--- config.mk ---
export PLATFORM = sky130hd
export DESIGN_NAME = i2c_master_bit_engine_flat
export DESIGN_NICKNAME = d
export VERILOG_FILES = /design/src/i2cm_pkg.sv /design/src/i2cm_channels.sv /design/src/i2cm_csr.sv /design/src/i2cm_core.sv /design/src/i2c_master_bit_engine.sv /design/src/flat_wrapper.sv
export SDC_FILE = /design/constraint.sdc
export NUM_CORES = 1
export LEC_CHECK = 0
export BUFFER_PORTS_ARGS = -buffer_cell sky130_fd_sc_hd__buf_2
export CELL_PAD_IN_SITES_DETAIL_PLACEMENT = 0
export CELL_PAD_IN_SITES_GLOBAL_PLACEMENT = 1
export CORE_MARGIN = 5
export CORE_UTILIZATION = 50
export CTS_CLUSTER_SIZE = 14
export DETAILED_ROUTE_END_ITERATION = 6
export PLACE_DENSITY_LB_ADDON = 0.1
export RECOVER_POWER = 100
export SLEW_MARGIN = 40
export SYNTH_ARGS = -nofsm -noshare
export SYNTH_HDL_FRONTEND = slang
export SYNTH_HIERARCHICAL = 1
export SYNTH_SLANG_ARGS = --single-unit
--- constraint.sdc ---
create_clock -name clock -period 8.13 [get_ports clock]
set_input_delay 2.0325 -clock clock [delete_from_list [all_inputs] [get_ports clock]]
set_output_delay 2.0325 -clock clock [all_outputs]
set_load 0.01 [all_outputs]
--- src/i2cm_pkg.sv ---
package i2cm_pkg;

   // Request codes carried by req_type
   typedef enum logic [2:0] {
      REQ_START    = 3'd0,
      REQ_STOP     = 3'd1,
      REQ_WRITE    = 3'd2,
      REQ_WAIT_ACK = 3'd3,
      REQ_READ     = 3'd4
   } req_code_type;

   // Acknowledge status codes
   typedef enum logic [1:0] {
      ACK_OK      = 2'd0,
      ACK_TIMEOUT = 2'd1,
      ACK_NACK    = 2'd2
   } ack_status_type;

   // Configuration register indexes
   typedef enum logic {
      CSR_HALF_PERIOD = 1'b0,
      CSR_ACK_TIMEOUT = 1'b1
   } csr_index_type;

   localparam int unsigned CSR_DATA_W = 16;

   localparam logic [15:0] HALF_PERIOD_RESET = 16'd2;
   localparam logic [7:0]  ACK_TIMEOUT_RESET = 8'd255;
   localparam logic [2:0]  BIT_MSB           = 3'd7;

   // Engine phases, one-hot
   typedef enum logic [13:0] {
      PH_IDLE      = 14'h0001,
      PH_START_A   = 14'h0002,
      PH_START_B   = 14'h0004,
      PH_STOP_A    = 14'h0008,
      PH_WR_LOW    = 14'h0010,
      PH_WR_HIGH   = 14'h0020,
      PH_ACK_POLL  = 14'h0040,
      PH_ACK_HIGH  = 14'h0080,
      PH_ACK_LOW   = 14'h0100,
      PH_RD_LOW    = 14'h0200,
      PH_RD_HIGH   = 14'h0400,
      PH_RD_GAP    = 14'h0800,
      PH_RD_ACKCLK = 14'h1000,
      PH_RD_TAIL   = 14'h2000
   } phase_type;

   typedef struct packed {
      logic       cmd_valid;
      logic [2:0] req_type;
      logic [7:0] tx_byte;
      logic       send_ack;
      logic       sda_sample;
   } req_item_type;

   typedef struct packed {
      logic       scl_drive;
      logic       sda_drive;
      logic       busy_res;
      logic       done_res;
      logic [7:0] rx_byte;
      logic [1:0] ack_status;
   } rsp_item_type;

   typedef struct packed {
      logic [15:0] half_period;
      logic [7:0]  ack_timeout;
   } cfg_type;

endpackage

--- src/i2cm_channels.sv ---
// Tick channel: one beat per engine tick
interface i2cm_req_if;
   logic       valid;
   logic       ready;
   logic       cmd_valid;
   logic [2:0] req_type;
   logic [7:0] tx_byte;
   logic       send_ack;
   logic       sda_sample;

   modport source (output valid, cmd_valid, req_type, tx_byte, send_ack, sda_sample,
                   input ready);
   modport sink   (input valid, cmd_valid, req_type, tx_byte, send_ack, sda_sample,
                   output ready);
endinterface

// Line state channel: one beat per engine tick
interface i2cm_rsp_if;
   logic       valid;
   logic       ready;
   logic       scl_drive;
   logic       sda_drive;
   logic       busy_res;
   logic       done_res;
   logic [7:0] rx_byte;
   logic [1:0] ack_status;

   modport source (output valid, scl_drive, sda_drive, busy_res, done_res, rx_byte,
                   ack_status, input ready);
   modport sink   (input valid, scl_drive, sda_drive, busy_res, done_res, rx_byte,
                   ack_status, output ready);
endinterface

// Register write channel
interface i2cm_csr_if;
   logic                              valid;
   logic                              ready;
   logic                              index;
   logic [i2cm_pkg::CSR_DATA_W-1:0]   data;

   modport source (output valid, index, data, input ready);
   modport sink   (input valid, index, data, output ready);
endinterface

--- src/i2cm_csr.sv ---
module i2cm_csr (
   input  logic              clock,
   input  logic              reset,
   i2cm_csr_if.sink          csr_bus,
   output i2cm_pkg::cfg_type cfg
);

   i2cm_pkg::cfg_type cfg_ff, cfg_in;

   // Writes are always taken
   assign csr_bus.ready = 1'b1;

   // Register decode
   always_comb begin
      cfg_in = cfg_ff;
      if (csr_bus.valid) begin
         unique case (csr_bus.index)
            i2cm_pkg::CSR_HALF_PERIOD: cfg_in.half_period = csr_bus.data;
            i2cm_pkg::CSR_ACK_TIMEOUT: cfg_in.ack_timeout = csr_bus.data[7:0];
            default: cfg_in = cfg_ff;
         endcase
      end
   end

   always_ff @(posedge clock) begin
      if (reset) begin
         cfg_ff.half_period <= i2cm_pkg::HALF_PERIOD_RESET;
         cfg_ff.ack_timeout <= i2cm_pkg::ACK_TIMEOUT_RESET;
      end else begin
         cfg_ff <= cfg_in;
      end
   end

   assign cfg = cfg_ff;

endmodule

--- src/i2cm_core.sv ---
module i2cm_core (
   input  logic                   clock,
   input  logic                   reset,
   input  logic                   step,
   input  i2cm_pkg::req_item_type item,
   input  i2cm_pkg::cfg_type      cfg,
   output i2cm_pkg::rsp_item_type res
);

   i2cm_pkg::phase_type      phase_ff, phase_in;
   logic [2:0]               bit_index_ff, bit_index_in;
   logic [7:0]               shift_data_ff, shift_data_in;
   logic [15:0]              tick_count_ff, tick_count_in;
   logic [7:0]               timeout_ff, timeout_in;
   logic                     scl_ff, scl_in;
   logic                     sda_ff, sda_in;
   i2cm_pkg::ack_status_type status_ff, status_in;
   logic                     ack_choice_ff, ack_choice_in;
   logic [7:0]               rx_hold_ff, rx_hold_in;

   logic [15:0] tick_next;
   logic [2:0]  bit_dec;
   logic        done;

   assign tick_next = tick_count_ff + 16'd1;
   assign bit_dec   = bit_index_ff - 3'd1;

   // Next state for one tick
   always_comb begin
      phase_in      = phase_ff;
      bit_index_in  = bit_index_ff;
      shift_data_in = shift_data_ff;
      tick_count_in = tick_count_ff;
      timeout_in    = timeout_ff;
      scl_in        = scl_ff;
      sda_in        = sda_ff;
      status_in     = status_ff;
      ack_choice_in = ack_choice_ff;
      rx_hold_in    = rx_hold_ff;
      done          = 1'b0;

      if (phase_ff == i2cm_pkg::PH_IDLE) begin
         // New command; unknown codes are dropped
         if (item.cmd_valid && item.req_type <= i2cm_pkg::REQ_READ) begin
            tick_count_in = '0;
            bit_index_in  = i2cm_pkg::BIT_MSB;
            unique case (item.req_type)
               i2cm_pkg::REQ_START: begin
                  scl_in   = 1'b1;
                  sda_in   = 1'b1;
                  phase_in = i2cm_pkg::PH_START_A;
               end
               i2cm_pkg::REQ_STOP: begin
                  scl_in   = 1'b1;
                  sda_in   = 1'b0;
                  phase_in = i2cm_pkg::PH_STOP_A;
               end
               i2cm_pkg::REQ_WRITE: begin
                  shift_data_in = item.tx_byte;
                  scl_in        = 1'b0;
                  sda_in        = item.tx_byte[i2cm_pkg::BIT_MSB];
                  phase_in      = i2cm_pkg::PH_WR_LOW;
               end
               i2cm_pkg::REQ_WAIT_ACK: begin
                  timeout_in = cfg.ack_timeout;
                  phase_in   = i2cm_pkg::PH_ACK_POLL;
               end
               default: begin
                  shift_data_in = '0;
                  ack_choice_in = item.send_ack;
                  scl_in        = 1'b0;
                  phase_in      = i2cm_pkg::PH_RD_LOW;
               end
            endcase
         end
      end else begin
         tick_count_in = tick_next;
         // End of a half period: advance the sequence
         if (tick_next >= cfg.half_period) begin
            tick_count_in = '0;
            unique case (phase_ff)
               i2cm_pkg::PH_START_A: begin
                  sda_in   = 1'b0;
                  phase_in = i2cm_pkg::PH_START_B;
               end
               i2cm_pkg::PH_START_B: begin
                  scl_in = 1'b0;
                  done   = 1'b1;
               end
               i2cm_pkg::PH_STOP_A: begin
                  sda_in = 1'b1;
                  done   = 1'b1;
               end
               i2cm_pkg::PH_WR_LOW: begin
                  scl_in   = 1'b1;
                  phase_in = i2cm_pkg::PH_WR_HIGH;
               end
               i2cm_pkg::PH_WR_HIGH: begin
                  scl_in = 1'b0;
                  if (bit_index_ff == '0) begin
                     sda_in = 1'b1;
                     done   = 1'b1;
                  end else begin
                     bit_index_in = bit_dec;
                     sda_in       = shift_data_ff[bit_dec];
                     phase_in     = i2cm_pkg::PH_WR_LOW;
                  end
               end
               i2cm_pkg::PH_ACK_POLL: begin
                  if (timeout_ff == '0) begin
                     status_in = i2cm_pkg::ACK_TIMEOUT;
                     done      = 1'b1;
                  end else if (!item.sda_sample) begin
                     scl_in   = 1'b1;
                     phase_in = i2cm_pkg::PH_ACK_HIGH;
                  end else begin
                     timeout_in = timeout_ff - 8'd1;
                  end
               end
               i2cm_pkg::PH_ACK_HIGH: begin
                  if (item.sda_sample) begin
                     status_in = i2cm_pkg::ACK_NACK;
                     done      = 1'b1;
                  end else begin
                     scl_in   = 1'b0;
                     phase_in = i2cm_pkg::PH_ACK_LOW;
                  end
               end
               i2cm_pkg::PH_ACK_LOW: begin
                  status_in = i2cm_pkg::ACK_OK;
                  done      = 1'b1;
               end
               i2cm_pkg::PH_RD_LOW: begin
                  // sample as SCL rises
                  scl_in = 1'b1;
                  if (item.sda_sample) begin
                     shift_data_in[bit_index_ff] = 1'b1;
                  end
                  phase_in = i2cm_pkg::PH_RD_HIGH;
               end
               i2cm_pkg::PH_RD_HIGH: begin
                  scl_in = 1'b0;
                  if (bit_index_ff == '0) begin
                     phase_in = i2cm_pkg::PH_RD_GAP;
                  end else begin
                     bit_index_in = bit_dec;
                     phase_in     = i2cm_pkg::PH_RD_LOW;
                  end
               end
               i2cm_pkg::PH_RD_GAP: begin
                  sda_in   = !ack_choice_ff;
                  scl_in   = 1'b1;
                  phase_in = i2cm_pkg::PH_RD_ACKCLK;
               end
               i2cm_pkg::PH_RD_ACKCLK: begin
                  scl_in   = 1'b0;
                  sda_in   = 1'b1;
                  phase_in = i2cm_pkg::PH_RD_TAIL;
               end
               i2cm_pkg::PH_RD_TAIL: begin
                  rx_hold_in = shift_data_ff;
                  done       = 1'b1;
               end
               default: done = 1'b1;
            endcase
            if (done) begin
               phase_in     = i2cm_pkg::PH_IDLE;
               bit_index_in = i2cm_pkg::BIT_MSB;
            end
         end
      end
   end

   // State registers advance once per tick beat
   always_ff @(posedge clock) begin
      if (reset) begin
         phase_ff      <= i2cm_pkg::PH_IDLE;
         bit_index_ff  <= i2cm_pkg::BIT_MSB;
         shift_data_ff <= '0;
         tick_count_ff <= '0;
         timeout_ff    <= '0;
         scl_ff        <= 1'b1;
         sda_ff        <= 1'b1;
         status_ff     <= i2cm_pkg::ACK_OK;
         ack_choice_ff <= 1'b0;
         rx_hold_ff    <= '0;
      end else if (step) begin
         phase_ff      <= phase_in;
         bit_index_ff  <= bit_index_in;
         shift_data_ff <= shift_data_in;
         tick_count_ff <= tick_count_in;
         timeout_ff    <= timeout_in;
         scl_ff        <= scl_in;
         sda_ff        <= sda_in;
         status_ff     <= status_in;
         ack_choice_ff <= ack_choice_in;
         rx_hold_ff    <= rx_hold_in;
      end
   end

   // Result of this tick
   always_comb begin
      res.scl_drive  = scl_in;
      res.sda_drive  = sda_in;
      res.busy_res   = (phase_in != i2cm_pkg::PH_IDLE);
      res.done_res   = done;
      res.rx_byte    = rx_hold_in;
      res.ack_status = status_in;
   end

endmodule

--- src/i2c_master_bit_engine.sv ---
// I2C master bit engine.
// req_bus: one beat per engine tick, carrying an optional command (start, stop,
//   write byte, wait ack, read byte) and the sampled SDA level. A command is
//   taken only when the engine is idle; otherwise it is ignored.
// rsp_bus: exactly one beat per req_bus beat, in order, with the SCL/SDA drive
//   levels, busy, a one-beat done flag, the last read byte and ack status.
// csr_bus: register writes, always ready. Index 0 half period in ticks,
//   index 1 ack timeout in half periods. Write only while idle.
// Pipeline: a tick beat is held in the input register, then its result in the
//   output register (valid from then on). One beat per cycle sustained while
//   rsp_bus.ready is high: an input register and an output register each hold
//   one beat, and the engine state advances whenever a beat moves between them.
// Stall: if rsp_bus.ready stays low, the result is held, one more tick beat is
//   stored, then req_bus.ready drops until the result is taken.
// Reset (synchronous): engine idle, SCL and SDA released, registers back to
//   half period 2 and ack timeout 255, both pipeline registers empty.
module i2c_master_bit_engine (
   input  logic        clock,
   input  logic        reset,
   i2cm_req_if.sink    req_bus,
   i2cm_rsp_if.source  rsp_bus,
   i2cm_csr_if.sink    csr_bus
);

   logic                   in_valid_ff, in_valid_in;
   i2cm_pkg::req_item_type in_item_ff, in_item_in;
   logic                   out_valid_ff, out_valid_in;
   i2cm_pkg::rsp_item_type out_item_ff;
   i2cm_pkg::rsp_item_type core_res;
   i2cm_pkg::cfg_type      cfg;
   logic                   step;

   i2cm_csr u_csr (
      .clock   (clock),
      .reset   (reset),
      .csr_bus (csr_bus),
      .cfg     (cfg)
   );

   i2cm_core u_core (
      .clock (clock),
      .reset (reset),
      .step  (step),
      .item  (in_item_ff),
      .cfg   (cfg),
      .res   (core_res)
   );

   // Input register
   assign step          = in_valid_ff && (!out_valid_ff || rsp_bus.ready);
   assign req_bus.ready = !in_valid_ff || step;
   assign in_valid_in   = req_bus.ready ? req_bus.valid : in_valid_ff;

   always_comb begin
      in_item_in.cmd_valid  = req_bus.cmd_valid;
      in_item_in.req_type   = req_bus.req_type;
      in_item_in.tx_byte    = req_bus.tx_byte;
      in_item_in.send_ack   = req_bus.send_ack;
      in_item_in.sda_sample = req_bus.sda_sample;
   end

   always_ff @(posedge clock) begin
      if (reset) begin
         in_valid_ff <= 1'b0;
      end else begin
         in_valid_ff <= in_valid_in;
      end
   end

   always_ff @(posedge clock) begin
      if (req_bus.valid && req_bus.ready) begin
         in_item_ff <= in_item_in;
      end
   end

   // Output register
   assign out_valid_in = step ? 1'b1 : (out_valid_ff && !rsp_bus.ready);

   always_ff @(posedge clock) begin
      if (reset) begin
         out_valid_ff <= 1'b0;
      end else begin
         out_valid_ff <= out_valid_in;
      end
   end

   always_ff @(posedge clock) begin
      if (step) begin
         out_item_ff <= core_res;
      end
   end

   assign rsp_bus.valid      = out_valid_ff;
   assign rsp_bus.scl_drive  = out_item_ff.scl_drive;
   assign rsp_bus.sda_drive  = out_item_ff.sda_drive;
   assign rsp_bus.busy_res   = out_item_ff.busy_res;
   assign rsp_bus.done_res   = out_item_ff.done_res;
   assign rsp_bus.rx_byte    = out_item_ff.rx_byte;
   assign rsp_bus.ack_status = out_item_ff.ack_status;

endmodule

--- src/flat_wrapper.sv ---
// flat-port wrapper written by rule: the top's interface ports become plain ports
module i2c_master_bit_engine_flat 
  (clock, reset, req_bus_valid, req_bus_cmd_valid, req_bus_req_type, req_bus_tx_byte, req_bus_send_ack, req_bus_sda_sample, req_bus_ready, rsp_bus_valid, rsp_bus_scl_drive, rsp_bus_sda_drive, rsp_bus_busy_res, rsp_bus_done_res, rsp_bus_rx_byte, rsp_bus_ack_status, rsp_bus_ready, csr_bus_valid, csr_bus_index, csr_bus_data, csr_bus_ready);
  i2cm_req_if req_bus_i ();
  i2cm_rsp_if rsp_bus_i ();
  i2cm_csr_if csr_bus_i ();
  input  logic clock;
  input  logic reset;
  input wire logic [$bits(req_bus_i.valid)-1:0] req_bus_valid;
  input wire logic [$bits(req_bus_i.cmd_valid)-1:0] req_bus_cmd_valid;
  input wire logic [$bits(req_bus_i.req_type)-1:0] req_bus_req_type;
  input wire logic [$bits(req_bus_i.tx_byte)-1:0] req_bus_tx_byte;
  input wire logic [$bits(req_bus_i.send_ack)-1:0] req_bus_send_ack;
  input wire logic [$bits(req_bus_i.sda_sample)-1:0] req_bus_sda_sample;
  output wire logic [$bits(req_bus_i.ready)-1:0] req_bus_ready;
  output wire logic [$bits(rsp_bus_i.valid)-1:0] rsp_bus_valid;
  output wire logic [$bits(rsp_bus_i.scl_drive)-1:0] rsp_bus_scl_drive;
  output wire logic [$bits(rsp_bus_i.sda_drive)-1:0] rsp_bus_sda_drive;
  output wire logic [$bits(rsp_bus_i.busy_res)-1:0] rsp_bus_busy_res;
  output wire logic [$bits(rsp_bus_i.done_res)-1:0] rsp_bus_done_res;
  output wire logic [$bits(rsp_bus_i.rx_byte)-1:0] rsp_bus_rx_byte;
  output wire logic [$bits(rsp_bus_i.ack_status)-1:0] rsp_bus_ack_status;
  input wire logic [$bits(rsp_bus_i.ready)-1:0] rsp_bus_ready;
  input wire logic [$bits(csr_bus_i.valid)-1:0] csr_bus_valid;
  input wire logic [$bits(csr_bus_i.index)-1:0] csr_bus_index;
  input wire logic [$bits(csr_bus_i.data)-1:0] csr_bus_data;
  output wire logic [$bits(csr_bus_i.ready)-1:0] csr_bus_ready;
  assign req_bus_i.valid = req_bus_valid;
  assign req_bus_i.cmd_valid = req_bus_cmd_valid;
  assign req_bus_i.req_type = req_bus_req_type;
  assign req_bus_i.tx_byte = req_bus_tx_byte;
  assign req_bus_i.send_ack = req_bus_send_ack;
  assign req_bus_i.sda_sample = req_bus_sda_sample;
  assign req_bus_ready = req_bus_i.ready;
  assign rsp_bus_valid = rsp_bus_i.valid;
  assign rsp_bus_scl_drive = rsp_bus_i.scl_drive;
  assign rsp_bus_sda_drive = rsp_bus_i.sda_drive;
  assign rsp_bus_busy_res = rsp_bus_i.busy_res;
  assign rsp_bus_done_res = rsp_bus_i.done_res;
  assign rsp_bus_rx_byte = rsp_bus_i.rx_byte;
  assign rsp_bus_ack_status = rsp_bus_i.ack_status;
  assign rsp_bus_i.ready = rsp_bus_ready;
  assign csr_bus_i.valid = csr_bus_valid;
  assign csr_bus_i.index = csr_bus_index;
  assign csr_bus_i.data = csr_bus_data;
  assign csr_bus_ready = csr_bus_i.ready;
  i2c_master_bit_engine u_core (.clock(clock), .reset(reset), .req_bus(req_bus_i), .rsp_bus(rsp_bus_i), .csr_bus(csr_bus_i));
endmodule
==> impl_metrics.sql <==
INSERT INTO impl_metrics (metric_group, metric, value, unit) VALUES
('run_status', 'outcome', 'finished, violations left', ''),
('run_status', 'violations_in_the_final_reports', 'capacitance limit, slew limit', ''),
('clocking', 'post_cts_buffers', '0', ''),
('sta', 'hold_violations', '0', ''),
('clocking', 'cts.clk_slew.worst_paths', '50', 'ps'),
('sta', 'timing.final.setup_violations', '0', ''),
('critical_path', 'path_max_fanout', '38', ''),
('finish', 'ff_latch_area', '2600', 'sq um'),
('route', 'routedWlPerCell', '18.4', 'um'),
('placement', 'place.gp.congestion', '0.889', ''),
('critical_path', 'critical_path.slowest_cell', 'and2_0', ''),
('route', 'initialDrtViolationCount', '505', ''),
('route', 'post_drt_via_cell_ratio', '6.04', ''),
('critical_path', 'path_class', 'in -> reg', ''),
('synth', 'yosys.area.top_type_share', '27.0', '%'),
('sta', 'period_minus_slack', '5940', 'ps'),
('synth', 'synth-edff-count', '28', ''),
('route', 'dr_total_vias', '5685', ''),
('placement', 'detailedPlacementHpwl', '12300', 'um'),
('critical_path', 'worstPathArrival', '6140', 'ps'),
('clocking', 'cts.htree.levels', '4', ''),
('floorplanning', 'die-area', '15500', 'sq um'),
('clocking', 'cts_made_buffers', '17', ''),
('global_route', 'wire_length_of_the_first_global_routing_pass', '28100', 'um'),
('synth', 'syn_area', '6540', 'sq um'),
('synth', 'synth_seq_area_share', '39.8', '%'),
('sta', 'timing_max_transition_violations_final', '138', ''),
('route', 'number_of_detailed_route_iterations_in_the_first_pass', '5', ''),
('flow_run', 'max-cap-violations', '3', ''),
('floorplanning', 'pin_count', '53', ''),
('synth', 'post-synth-top-count-cell', 'dfxtp_1', ''),
('finish', 'fraction_of_final_layout_cells_sized_beyond_drive_strength_1', '12.3', '%'),
('critical_path', 'cp_data_required_time', '8340', 'ps'),
('finish', 'area_growth_syn_to_layout', '13.2', '%'),
('global_route', 'grt_antenna_before_repair', '0', ''),
('global_route', 'track_usage', '22.1', '%'),
('critical_path', 'startpoint_type_of_the_worst_setup_path', 'primary input', ''),
('synth', 'synth_seq_cells', '116', ''),
('sta', 'max_slew_margin', '-43.6', '%'),
('synth', 'netlist_top_cells_count', 'dfxtp_1, nand2_1, a21oi_1', ''),
('global_route', 'grt_pass1_vias', '5458', ''),
('sta', 'tightestPinTransition', '2150', 'ps'),
('synth', 'post_synth.cell_area_avg', '8.94', 'sq um'),
('global_route', 'maximum_number_of_pins_on_one_net_before_global_route_repair', '52', ''),
('finish', 'multi_input_combinational_cell_area', '3570', 'sq um'),
('route', 'wl', '17400', 'um'),
('critical_path', 'timing.critical_path.cells', 'clkbuf_1, nand2b_1, and2_0, inv_1, a21o_1, a31oi_1, nand2_1, a211oi_1, a211oi_1', ''),
('route', 'postRouteAntennaNets', '0', ''),
('finish', 'antenna_cells', '0', ''),
('synth', 'synth.lib_cells_used.distinct', '78', ''),
('clocking', 'cts.sinks', '116', ''),
('pwr', 'total_leakage_power', '2.81', 'nW'),
('floorplanning', 'floorplan.rows', '41', ''),
('synth', 'synth.area.top_cells', 'dfxtp_1, edfxtp_1, ha_1', ''),
('synth', 'synth_top_cell_by_area', 'dfxtp_1', ''),
('critical_path', 'cp_top_family', 'simple AND/OR/NAND/NOR gates', ''),
('placement', 'cell_area_reported_after_detailed_placement', '6810', 'sq um'),
('route', 'drt_drc_violations_left', '0', ''),
('finish', 'n_fill_cell', '1193', ''),
('placement', 'portBuffers', '51', ''),
('floorplanning', 'floorplan.initialDensity', '51.4', '%'),
('finish', 'layout_net_count', '814', ''),
('clocking', 'postCtsHoldBufs', '0', ''),
('floorplanning', 'design.core.area', '12700', 'sq um'),
('synth', 'ys_async_sr_fraction', '0', '%'),
('clocking', 'cts_max_path_buffers', '2', ''),
('critical_path', 'critical_path.n_buffers_inverters', '2', ''),
('clocking', 'clock_tree_from_tritoncts', 'done', ''),
('clocking', 'ctsRootBufferMaster', 'clkbuf_16', ''),
('hold_path', 'hold_path_class', 'reg -> reg', ''),
('synth', 'yosys_warnings', '6', '');
==> layer usage <==
metal  up-vias  share of wire, %  GRT usage, %
met2       203                44          33.0
li1       2769                 -             -
met1      2685                47          30.9
met4         0               1.7          7.99
met3        28               6.8          5.70
met5         -                 0             0
==> logic make-up after synthesis <==
group,share of synthesized area (%)
fa+ha+maj,4.02
xor+xnor,2.41
flops,39.8
compound gates,19.3
mux,3.31
buf+inv,5.28
other cells,0.0574
simple gates,25.8
==> cell type report <==
cell class / instances / share of cell area [%]
Inverter: 29 / 1.47
Timing Repair Buffer: 57 / 3.67
Tap cell: 172 / 2.91
Sequential cell: 116 / 35.2
Multi-Input combinational cell: 536 / 48.3
Clock inverter: 11 / 2.37
Clock buffer: 21 / 6.09
==> report_power, final <==
part           total [mW]  internal [mW]  leakage (nW)  switching, mW
registers           0.626          0.611         0.976         0.0156
clock network       0.792          0.522         0.298          0.270
logic               0.139         0.0507          1.54         0.0878
==> cells in the final DEF (no fill, tap or decap), types with 6 or more instances in the layout <==
master     instances
a21oi_1           51
dfxtp_1           88
nand3_1           26
nor4_1             8
clkbuf_1          24
and3_1            12
nor3b_1            7
mux2i_1            7
nor4b_1            6
ha_1              21
nand2b_1          24
clkbuf_16         17
a22oi_1            7
inv_1             29
or4_1              7
a31oi_1           10
xnor2_1            9
nor2_1            44
nand2_1           58
a211oi_1          10
nand4_1           14
a211o_1            8
edfxtp_1          28
buf_2             31
o21ai_0           43
xor2_1             9
a21o_1            14
mux2_2             8
nand4bb_1         15
nor3_1            24
==> worst register-to-register path: cells and delay by family (launching register included) <==
family | cells | cell delay, ps
simple gates | 9 | 2850
compound gates | 2 | 1350
flops | 1 | 410
fa+ha+maj | 2 | 520
xor+xnor | 1 | 220
==> sequential cells by signal (all words and copies together), names as in the netlist, 2 cells and up <==
signal and cells:
u_core/rsp_bus.rx_byte 8, u_core/in_item_ff 14, u_core/u_core/tick_count_ff 16, u_core/u_core/rx_hold_ff 8, u_core/u_core/bit_index_ff 3, u_core/rsp_bus.ack_status 2, u_core/u_core/status_ff 2, u_core/u_core/timeout_ff 8
u_core/u_core/shift_data_ff 8, u_core/u_core/phase_ff 14, u_core/u_csr/cfg 24
==> metrics by stage <==
| step | hold slack (ps) | worst slack [ps] | cells | utilization [%] | power [mW] |
|---|---|---|---|---|---|
| 2_1_floorplan | 429 | 3910 | 731 | - | 0.735 |
| 6_report | 449 | 2190 | 942 | 58.2 | 1.56 |
| 5_1_grt | 466 | 1740 | 942 | 58.2 | 1.62 |
| 3_3_place_gp | 437 | 3110 | 909 | 53.5 | 0.774 |
| 4_1_cts | 450 | 3150 | 941 | 58.5 | 1.57 |
| 3_5_place_dp | 443 | 2890 | 909 | 53.6 | 0.776 |
==> path summary, 6_finish.rpt <==
path | from | end | slack (ps) | cells after the start
setup / recovery | rsp_bus_ready | u_core/u_core/timeout_ff[1] | 2190 | 9
setup reg to reg | u_core/u_core/tick_count_ff[0] | u_core/rsp_bus.busy_res | 2500 | 14
hold reg to reg | u_core/u_core/rx_hold_ff[1] | u_core/u_core/rx_hold_ff[1] | 450 | 2
hold / removal | u_core/u_core/rx_hold_ff[1] | u_core/u_core/rx_hold_ff[1] | 450 | 2
No activity file was read; power rests on OpenSTA's default activity.
